File: src/rtl/core/galj_ram.sv
// generic simple dual-port ram (one write port, one read port) with registered read
// no dependencies
module galj_ram #(
    parameter int WIDTH = 32,
    parameter int DEPTH = 16
) (
    input  logic                     aclk,
    input  logic                     we,
    input  logic [$clog2(DEPTH)-1:0] waddr,
    input  logic [WIDTH-1:0]         wdata,
    input  logic [$clog2(DEPTH)-1:0] raddr,
    output logic [WIDTH-1:0]         rdata
);
    logic [WIDTH-1:0] mem [DEPTH];

    always_ff @(posedge aclk) begin
        if (we) mem[waddr] <= wdata;
        rdata <= mem[raddr];
    end
endmodule

File: config.mk
export PLATFORM = sky130hd
export DESIGN_NAME = galj_ram
export DESIGN_NICKNAME = d
export VERILOG_FILES = /design/src/rtl/core/galj_ram.sv
export SDC_FILE = /design/constraint.sdc
export NUM_CORES = 1
export LEC_CHECK = 0
export ABC_AREA = 1
export BUFFER_PORTS_ARGS = -buffer_cell sky130_fd_sc_hd__buf_4
export CELL_PAD_IN_SITES_DETAIL_PLACEMENT = 0
export CELL_PAD_IN_SITES_GLOBAL_PLACEMENT = 1
export CORE_MARGIN = 4
export CORE_UTILIZATION = 45
export DETAILED_ROUTE_END_ITERATION = 8
export GPL_TIMING_DRIVEN = 0
export PLACE_DENSITY_LB_ADDON = 0.1
export SLEW_MARGIN = 20
export SYNTH_ARGS = -nofsm -noshare
export SYNTH_HDL_FRONTEND = slang
export SYNTH_SLANG_ARGS = --single-unit
File: constraint.sdc
create_clock -name aclk -period 5.8 [get_ports aclk]
set_clock_uncertainty 0.2 [all_clocks]
set_input_delay 0.29 -clock aclk [delete_from_list [all_inputs] [get_ports aclk]]
set_output_delay 0.29 -clock aclk [all_outputs]
set_load 0.02 [all_outputs]
==> impl_metrics.env <==
export IMPL_final_cells=3025
export IMPL_p_leak_nw=11.4
export IMPL_chipWidth_microns=233
export IMPL_yosysMostFrequentCell="nand2_1"
export IMPL_synth_common_cells="nand2_1 (677), edfxtp_1 (512), inv_1 (388)"
export IMPL_insertedDiodeCount=0
export IMPL_finalInstanceArea_sq_um=26900
export IMPL_syn_area_sq_um=22700
export IMPL_worst_pin_slew_ps=1090
export IMPL_gp_congestion=0.800
export IMPL_detailed_place_area_sq_um=24700
export IMPL_cp_max_fo=10
export IMPL_drc=0
export IMPL_yosys_area_top_type="edfxtp_1"
export IMPL_async_flop_share_pct=0
export IMPL_initialDrtViolationCount=978
export IMPL_synth_cell_types=15
export IMPL_fin_tns_setup_ps=0
export IMPL_synth_cells=2120
export IMPL_cts_tree="done"
export IMPL_hold_viol=0
export IMPL_viasPerCell=5.02
export IMPL_p_per_area_nw_per_um2=322
export IMPL_hold_depth=3
export IMPL_grt_pass1_vias=14400
export IMPL_vdd_drop_max_uv=373
export IMPL_overflow=0
export IMPL_grt_max_degree=20
export IMPL_rsz0062_at_grt="no"
export IMPL_max_slew_margin_pct=27.6
export IMPL_start_kind="input port"
export IMPL_reg2reg_depth=6
export IMPL_cts_root_buffer_cell="clkbuf_16"
export IMPL_synth_area_leaders="edfxtp_1 (68%), nand2_1 (11%), nand3_1 (8.5%)"
export IMPL_dp_cells=2884
export IMPL_critPathCaptureType="register"
export IMPL_avgSynthCellArea_sq_um=10.7
export IMPL_ant_nets=0
export IMPL_finalCritPeriodShare_pct=29.4
export IMPL_fmax_mhz=587
export IMPL_start_util_pct=45.4
export IMPL_synth_flop_cell="edfxtp_1"
export IMPL_clock_sinks=544
export IMPL_dpl_hpwl_microns=41500
export IMPL_slew_violations=0
export IMPL_port_buffers=71
export IMPL_clk_pin_slew_ps=50
export IMPL_worstSetupPathType="in2reg"
export IMPL_ys_ff_latch=544
export IMPL_clk_latency_ps=610
export IMPL_grtUsageTotal_pct=23.7
export IMPL_wl_per_cell_microns=21.3
export IMPL_layout_drive_gt1_share_pct=11.4
export IMPL_synth_top_area_share_pct=67.6
export IMPL_die_area_sq_um=54200
export IMPL_core_area_sq_um=50100
export IMPL_cp_arrival_ps=1990
export IMPL_grt_pass1_wl_microns=93400
export IMPL_antenna_found_initial=0
export IMPL_setup_viol=0
export IMPL_fin_crit_ps=1700
export IMPL_post_cts_buffers=0
export IMPL_dr_pass1_iters=5
export IMPL_synth_edf_count=512
export IMPL_cts_buffer_depth=3
export IMPL_status="finished, final reports clean"
export IMPL_area_growth_pct=18.3
export IMPL_final_core_util_pct=53.7
export IMPL_cts_inserted_buffers=58
export IMPL_finalWirelength_microns=64300
export IMPL_maxCapViolations=0
export IMPL_ys_warn_count=0
export IMPL_dieHeight_microns=233
export IMPL_synth_seq_area_share_pct=70.5
export IMPL_synthesis_nets=2162
export IMPL_rows=82
export IMPL_num_vias=15200
export IMPL_nets=2346
export IMPL_min_path_type="in2reg"
export IMPL_htree_levels=2
export IMPL_cp_required_ps=6090
export IMPL_pin_count=74
flip-flops by register name, summed over array words and instances, names as in the netlist:
signal and count:
rdata 32, mem 512
worst max-delay path, cell delays in order:
cell and delay, ps:
buf_4 100, buf_2 380, buf_1 740, nand3_1 180, nand3_1 220, nand2_1 70
cells by family after synthesis:
group,after synthesis,share of synthesized area [%]
DFF,544,70.5
and+or+nand+nor,1081,20.0
buffers and inverters,495,9.54
metal layers:
metal / part of all wire [%] / vias up / wire, microns / GRT usage (%)
met4: 2.7 / 0 / 1740 / 6.56
met5: 0 / - / 0 / 0
met1: 44 / 7379 / 28200 / 33.0
met2: 47 / 470 / 30400 / 39.2
met3: 6.1 / 105 / 3940 / 3.48
li1: - / 7231 / - / -
cells in the final DEF, fill, tap and decap left out, types with 14 or more instances in the layout:
cell type,count
clkbuf_1,34
buf_1,14
clkbuf_16,61
buf_12,14
dfxtp_1,32
dlygate4sd3_1,32
inv_1,388
edfxtp_1,512
buf_6,29
buf_4,77
nand2_1,677
buf_2,41
nand3_1,385
nor2_4,16
repair_timing:
| item | in CTS | in global routing |
|---|---|---|
| gates resized for setup | 0 | 0 |
| hold endpoints to repair | 512 | 0 |
| hold buffers | 32 | 0 |
layout make-up:
cell class	count	area (sq um)
repair buffers	124	1330
clock buffers	91	1740
well taps	672	841
plain buffers	105	702
fillers	4362	23200
clock inverters	18	119
multi-input cells	1081	4670
flip-flops and latches	544	16000
inverters	390	1470
power by group:
| part | leakage [nW] | internal, W | switching, W |
|---|---|---|---|
| registers | 4.90 | 0.00439 | 0.0000227 |
| clock network | 0.906 | 0.00209 | 0.00148 |
| logic | 5.65 | 0.000208 | 0.000451 |
| total | 11.4 | 0.00669 | 0.00195 |
final timing paths:
path / end / startpoint / slack (ps)
worst max-delay path: rdata[23] / raddr[2] / 4100
worst max register to register: rdata[23] / mem[7][23] / 4540
worst min-delay path: rdata[31] / raddr[3] / 30
worst min register to register: rdata[28] / mem[14][28] / 460
per-stage QoR:
step / power, W / setup WS, ps / hold slack [ps]
floorplan: 0.00483 / 3320 / 189
global placement: 0.00512 / 1310 / 389
detailed placement: 0.00514 / 3480 / 395
CTS: 0.00871 / 4120 / 7.70
global route: 0.00892 / 4030 / 30.4
finish: 0.00865 / 4100 / 25.5
Note: power is estimated with default switching activity, not from simulation.
